==> config.mk <==
export PLATFORM = sky130hd
export DESIGN_NAME = tagged_two_stack_with_merge_top
export DESIGN_NICKNAME = d
export VERILOG_FILES = /design/src/rtl/tts_pkg.sv /design/src/rtl/tts_cell.sv /design/src/rtl/tagged_two_stack_with_merge_top.sv
export SDC_FILE = /design/constraint.sdc
export NUM_CORES = 1
export LEC_CHECK = 0
export BUFFER_PORTS_ARGS = -buffer_cell sky130_fd_sc_hd__buf_4
export CORE_MARGIN = 2
export CORE_UTILIZATION = 37
export CTS_CLUSTER_DIAMETER = 80
export CTS_CLUSTER_SIZE = 10
export DETAILED_ROUTE_END_ITERATION = 10
export GPL_TIMING_DRIVEN = 0
export HOLD_SLACK_MARGIN = 0.02
export PLACE_DENSITY_LB_ADDON = 0.1
export SLEW_MARGIN = 20
export SYNTH_ARGS = -nofsm -noshare
export SYNTH_HDL_FRONTEND = slang
export SYNTH_SLANG_ARGS = --single-unit
export TNS_END_PERCENT = 10
==> constraint.sdc <==
create_clock -name clk -period 10.9 [get_ports clk]
set_input_delay 2.18 -clock clk [delete_from_list [all_inputs] [get_ports clk]]
set_output_delay 2.18 -clock clk [all_outputs]
set_load 0.005 [all_outputs]
==> src/rtl/tts_pkg.sv <==
package tts_pkg;

  localparam int DEPTH = 16;
  localparam int VALUE_W = 32;

  localparam logic [1:0] FUNC_PUSH  = 2'd0;
  localparam logic [1:0] FUNC_POP   = 2'd1;
  localparam logic [1:0] FUNC_MERGE = 2'd2;

  localparam logic [1:0] STATUS_OK    = 2'd0;
  localparam logic [1:0] STATUS_EMPTY = 2'd1;
  localparam logic [1:0] STATUS_FULL  = 2'd2;

  // One store entry as held by a cell.
  typedef struct packed {
    logic [VALUE_W-1:0] value;
    logic               tag;
    logic               valid;
  } slot_t;

  // Operation broadcast to every cell in the row.
  typedef struct packed {
    logic push;
    logic pop;
    logic merge;
    logic sel;
  } cmd_t;

endpackage

==> src/rtl/tts_cell.sv <==
module tts_cell (
  input  logic          clk,
  input  logic          rst,
  input  tts_pkg::cmd_t cmd,
  input  tts_pkg::slot_t newer,
  input  tts_pkg::slot_t older,
  input  logic          hit_in,
  output tts_pkg::slot_t slot,
  output logic          hit_out,
  output logic          take
);

  tts_pkg::slot_t slot_next;
  logic           match;
  logic           close_up;

  assign match    = slot.valid && (slot.tag == cmd.sel);
  assign hit_out  = hit_in || match;
  assign take     = cmd.pop && match && !hit_in;
  // at or behind the popped entry: pull from the older neighbor
  assign close_up = cmd.pop && (hit_in || match);

  always_comb begin
    slot_next = slot;
    priority if (cmd.push) begin
      slot_next = newer;
    end else if (close_up) begin
      slot_next = older;
    end else if (cmd.merge && slot.valid) begin
      slot_next.tag = cmd.sel;
    end
  end

  // only the valid bit is reset; value and tag are don't-care while invalid
  always_ff @(posedge clk) begin
    slot.value <= slot_next.value;
    slot.tag   <= slot_next.tag;
    if (rst) begin
      slot.valid <= 1'b0;
    end else begin
      slot.valid <= slot_next.valid;
    end
  end

endmodule

==> src/rtl/tagged_two_stack_with_merge_top.sv <==
// Two tagged stacks (A = 0, B = 1) sharing one store of tts_pkg::DEPTH entries,
// kept newest first in a row of cells. A beat is taken whenever start is high
// (busy is always low), and its result appears on pop_value/status with done
// high in the next cycle, for that one cycle only; the receiver cannot stall
// it, so capture it when done is seen. This rests on the cell row: the newest
// matching entry is found by a hit chain rippling through the cells, and all
// cells shift in the same edge. Push shifts the row one cell older; pop closes
// the gap behind the removed entry; merge retags all valid entries to the
// named stack.
// status: 0 ok, 1 pop found the stack empty (pop_value 0), 2 push dropped
// because the store is full. Push, merge and func code 3 return pop_value 0;
// code 3 changes nothing.
module tagged_two_stack_with_merge_top (
  input  logic               clk,
  input  logic               rst,
  input  logic               start,
  output logic               busy,
  input  logic [1:0]         func,
  input  logic               stack_sel,
  input  logic signed [31:0] push_value,
  output logic               done,
  output logic signed [31:0] pop_value,
  output logic [1:0]         status
);

  tts_pkg::cmd_t  cmd;
  tts_pkg::slot_t slots [tts_pkg::DEPTH];
  tts_pkg::slot_t newer [tts_pkg::DEPTH];
  tts_pkg::slot_t older [tts_pkg::DEPTH];
  logic [tts_pkg::DEPTH:0]   hit;
  logic [tts_pkg::DEPTH-1:0] take;
  logic                      full;
  logic [tts_pkg::VALUE_W-1:0] found;

  logic signed [31:0] pop_value_next;
  logic [1:0]         status_next;

  assign busy = 1'b0;

  // store is full when the oldest cell holds an entry
  assign full = slots[tts_pkg::DEPTH-1].valid;

  always_comb begin
    cmd.push  = start && (func == tts_pkg::FUNC_PUSH) && !full;
    cmd.pop   = start && (func == tts_pkg::FUNC_POP);
    cmd.merge = start && (func == tts_pkg::FUNC_MERGE);
    cmd.sel   = stack_sel;
  end

  assign hit[0] = 1'b0;

  genvar g;
  generate
    for (g = 0; g < tts_pkg::DEPTH; g++) begin : g_cell
      // newest cell takes the pushed entry
      if (g == 0) begin : g_head
        assign newer[g] = '{value: $unsigned(push_value), tag: stack_sel, valid: 1'b1};
      end else begin : g_mid
        assign newer[g] = slots[g-1];
      end
      // oldest cell empties when the row closes up
      if (g == tts_pkg::DEPTH - 1) begin : g_tail
        assign older[g] = '{value: '0, tag: 1'b0, valid: 1'b0};
      end else begin : g_body
        assign older[g] = slots[g+1];
      end

      tts_cell u_cell (
        .clk     (clk),
        .rst     (rst),
        .cmd     (cmd),
        .newer   (newer[g]),
        .older   (older[g]),
        .hit_in  (hit[g]),
        .slot    (slots[g]),
        .hit_out (hit[g+1]),
        .take    (take[g])
      );
    end
  endgenerate

  // at most one cell flags take, so an AND-OR picks the popped value
  always_comb begin
    found = '0;
    for (int i = 0; i < tts_pkg::DEPTH; i++) begin
      found = found | (slots[i].value & {tts_pkg::VALUE_W{take[i]}});
    end
  end

  always_comb begin
    pop_value_next = '0;
    status_next    = tts_pkg::STATUS_OK;
    if (cmd.pop) begin
      if (hit[tts_pkg::DEPTH]) begin
        pop_value_next = $signed(found);
      end else begin
        status_next = tts_pkg::STATUS_EMPTY;
      end
    end else if (start && (func == tts_pkg::FUNC_PUSH) && full) begin
      status_next = tts_pkg::STATUS_FULL;
    end
  end

  always_ff @(posedge clk) begin
    if (rst) begin
      done <= 1'b0;
    end else begin
      done <= start;
    end
  end

  // result payload
  always_ff @(posedge clk) begin
    pop_value <= pop_value_next;
    status    <= status_next;
  end

endmodule

==> results.yml <==
synth:
  syn_avg_cell_area_sq_um: 9.46
  synthesis.nets: 2973
  yosys.area_share.adder_pct: 0
  synth-seq-cells: 579
  synth_async_sr_flop_share_pct: 0
  synth-compound-area-share_pct: 10.7
  synthCells: 2935
  synth_top_area_share_pct: 57.1
  netlist_area_sq_um: 27800
  synth_xor_area_share_pct: 0.600
  ys_seq_area_share_pct: 60.8
  yosys.area_share.simple_pct: 24.5
  synth_top_family_by_area: "simple AND/OR/NAND/NOR gates"
  ys.flop_type: "edfxtp_1"
  synth_area_leader_cell: "edfxtp_1"
  synth_edf_count: 528
  synthMuxAreaShare_pct: 0.505
  synth-warning-count: 0
  synth_area_leaders: "edfxtp_1, nand2_1, dfxtp_1"
  synth.distinct_cells: 58
route:
  ant_nets: 0
  drt-initial-drc-count: 2444
  drcViolationCount: 0
  drt-wirelength-per-cell_um: 25.1
  routed-via-count: 22000
  routed_wl_mm: 103
  drtPass1Iterations: 7
  via_per_inst: 5.37
floorplanning:
  pin_count: 74
  core_sq_um: 74300
  num_rows: 100
  start_util_pct: 37.3
  die_x_um: 278
  chipHeight_um: 278
  fp.dieArea_sq_um: 77200
timing:
  fin_skew_ns: 0.0251
  slew_headroom_pct: 14.4
  whs_ns: 0.547
  tns_ns: 0
  fin_crit_ns: 6.06
  setup_viol: 0
  max_freq_mhz: 165
  fin_crit_sh_pct: 55.6
  final-hold-violation-count: 0
  slew_viol_final: 0
  tightest_slew_ns: 1.28
  rsz0062_at_grt: "false"
  postLayoutSetupSlackWorst_ns: 4.84
place:
  dp_slack_ns: 4.38
  io_buffers: 69
  place.detailed.hpwl_mm: 79.0
  gp_congestion: 0.930
cts:
  cts_buffer_depth: 3
  cts_buffers: 68
  cts_max_level: 3
  cts-root-buf: "clkbuf_16"
  clock_latency_ns: 0.62
  clkTransAtPathRegs_ns: 0.06
  post-cts-setup-buffer-count: 0
  cts.sinks: 579
  ctsResizeCount: 0
  hold_buffers: 0
  cts_tree: "built"
hold_path:
  hp-class: "reg2reg"
run_status:
  status: "completed"
global_routing:
  track_usage_pct: 26.3
  gr-total-overflow: 0
  grt_max_degree: 36
  antenna_found_initial: 2
  grt_pass1_vias: 21300
  grt_pass1_wl_mm: 148
layout:
  fill_cells: 7401
  fin_util_pct: 42.8
  antennaDiodeCount: 0
  drive_above_1_share_pct: 6.46
  syn2layout_area_growth_pct: 14.7
  nets: 3128
power:
  powerDensity_nw_per_um2: 165
  peakVddDrop_mv: 0.0901
  power.leakage_nw: 12.7
worst_setup_path:
  critPathMostFrequentCell: "clkbuf_1"
  cp_slowest_cell: "clkbuf_1"
  crit_chain: "clkbuf_1 > nand3b_1 > a21oi_1 > nand4_1 > nor2_1 > clkbuf_1 > clkbuf_1 > a22oi_1 > nand4_1"
  worst_ep_required_time_ns: 11.42
  max_stage_delay_ns: 0.85
  cp_max_fo: 10
  crit_path_end_kind: "flop"
  startpoint_type: "primary input"
  worstPathArrival_ns: 6.58
  crit_type: "in2reg"
run:
  max-cap-violations: 0
## worst paths after layout
kind	start	end	slack [ns]	cells past startpoint
worst max register to register	g_cell[0].u_cell.slot[1]	pop_value[13]	6.27	8
worst max-delay path	func[0]	pop_value[19]	4.84	9
worst min-delay path	g_cell[15].u_cell.slot[5]	pop_value[3]	0.55	2
worst min register to register	g_cell[15].u_cell.slot[5]	pop_value[3]	0.55	2
## synth_stat cells, drive strengths merged, types with 2 or more instances
| library cell | n |
|---|---|
| o2bb2ai | 10 |
| nor2 | 73 |
| and2 | 47 |
| or2 | 6 |
| xnor2 | 18 |
| mux2i | 14 |
| a32oi | 13 |
| nor2b | 6 |
| dfxtp | 51 |
| o21a | 5 |
| a311oi | 5 |
| nand2b | 4 |
| nand3 | 28 |
| a22o | 29 |
| a221oi | 33 |
| clkbuf | 180 |
| a2111oi | 14 |
| a32o | 15 |
| nor4 | 2 |
| nand2 | 1530 |
| nor3b | 4 |
| a22oi | 82 |
| inv | 2 |
| nand4 | 9 |
| and3 | 8 |
| a211oi | 26 |
| a211o | 3 |
| a222oi | 20 |
| nor3 | 7 |
| a21o | 17 |
| o22ai | 6 |
| o21ai | 36 |
| edfxtp | 528 |
| buf | 20 |
| o32ai | 2 |
| a21oi | 53 |
| a221o | 14 |
| a31oi | 2 |
## stage by stage
step,power (W),instances,cell area (sq um)
2_1_floorplan,0.00295,2935,27800
3_3_place_gp,0.00315,3973,29500
3_5_place_dp,0.00318,3989,29900
4_1_cts,0.00528,4094,31800
5_1_grt,0.00542,4094,31800
6_report,0.00525,4094,31800
## worst max-delay path: cells and delay by family
| kind | cells | cell delay, ns |
|---|---|---|
| buf+inv | 3 | 1.74 |
| simple gates | 4 | 1.79 |
| compound gates | 2 | 0.82 |
## cells in the final DEF, fill, tap and decap left out, types with 5 or more instances in the layout
cell type  count
a2111oi_0      5
a2111oi_1      8
a211oi_1      26
a21o_1        16
a21oi_1       53
a221o_1       14
a221oi_1      33
a222oi_1      20
a22o_1        29
a22oi_1       81
a311oi_1       5
a32o_1        15
a32oi_1       13
and2_1        46
and3_1         8
buf_1          9
buf_16         7
buf_2          6
buf_4         78
clkbuf_1     206
clkbuf_16     71
dfxtp_1       51
edfxtp_1     528
mux2i_1       14
nand2_1     1524
nand2_2        6
nand3_1       28
nand4_1        8
nor2_1        73
nor2b_1        6
o21a_1         5
o21ai_0       31
o22ai_1        6
o2bb2ai_1     10
or2_2          6
xnor2_1       18
## final cells by class
| cell class | count | area [sq um] | area share, % |
|---|---|---|---|
| Sequential cell | 579 | 16900 | 53.0 |
| Clock inverter | 6 | 63.8 | 0.200 |
| Buffer | 200 | 783 | 2.46 |
| Timing Repair Buffer | 85 | 820 | 2.57 |
| Clock buffer | 99 | 1880 | 5.91 |
| Tap cell | 969 | 1210 | 3.81 |
| Inverter | 2 | 7.51 | 0.0236 |
| Multi-Input combinational cell | 2154 | 10200 | 32.0 |
## metal layers
metal  part of all wire, %  vias up  wire length (um)  track usage (%)
met4                   2.9        2              3010             8.41
met1                    46    10500             46800             37.7
li1                      -    10400                 -                -
met3                   7.3      134              7530             4.07
met2                    44      898             45300             40.8
met5                 0.013        -                13                0
## power by group
part,switching [W],total (W),internal (W)
clock,0.000923,0.00211,0.00119
combinational,0.000319,0.000455,0.000137
sequential,0.000105,0.00268,0.00258
total,0.00135,0.00525,0.00391
## state kept, by name, summed over array words and instances (netlist names)
register,count
status,2
done,1
g_cell.u_cell.slot,544
pop_value,32
## cells by family after synthesis
family,after synthesis
AND/OR/NAND/NOR,1729
flip-flops,579
AO/OA/AOI/OAI,391
buffers and inverters,202
XOR/XNOR,19
multiplexers,14
other,1
Power figures use the tool's default switching activity.
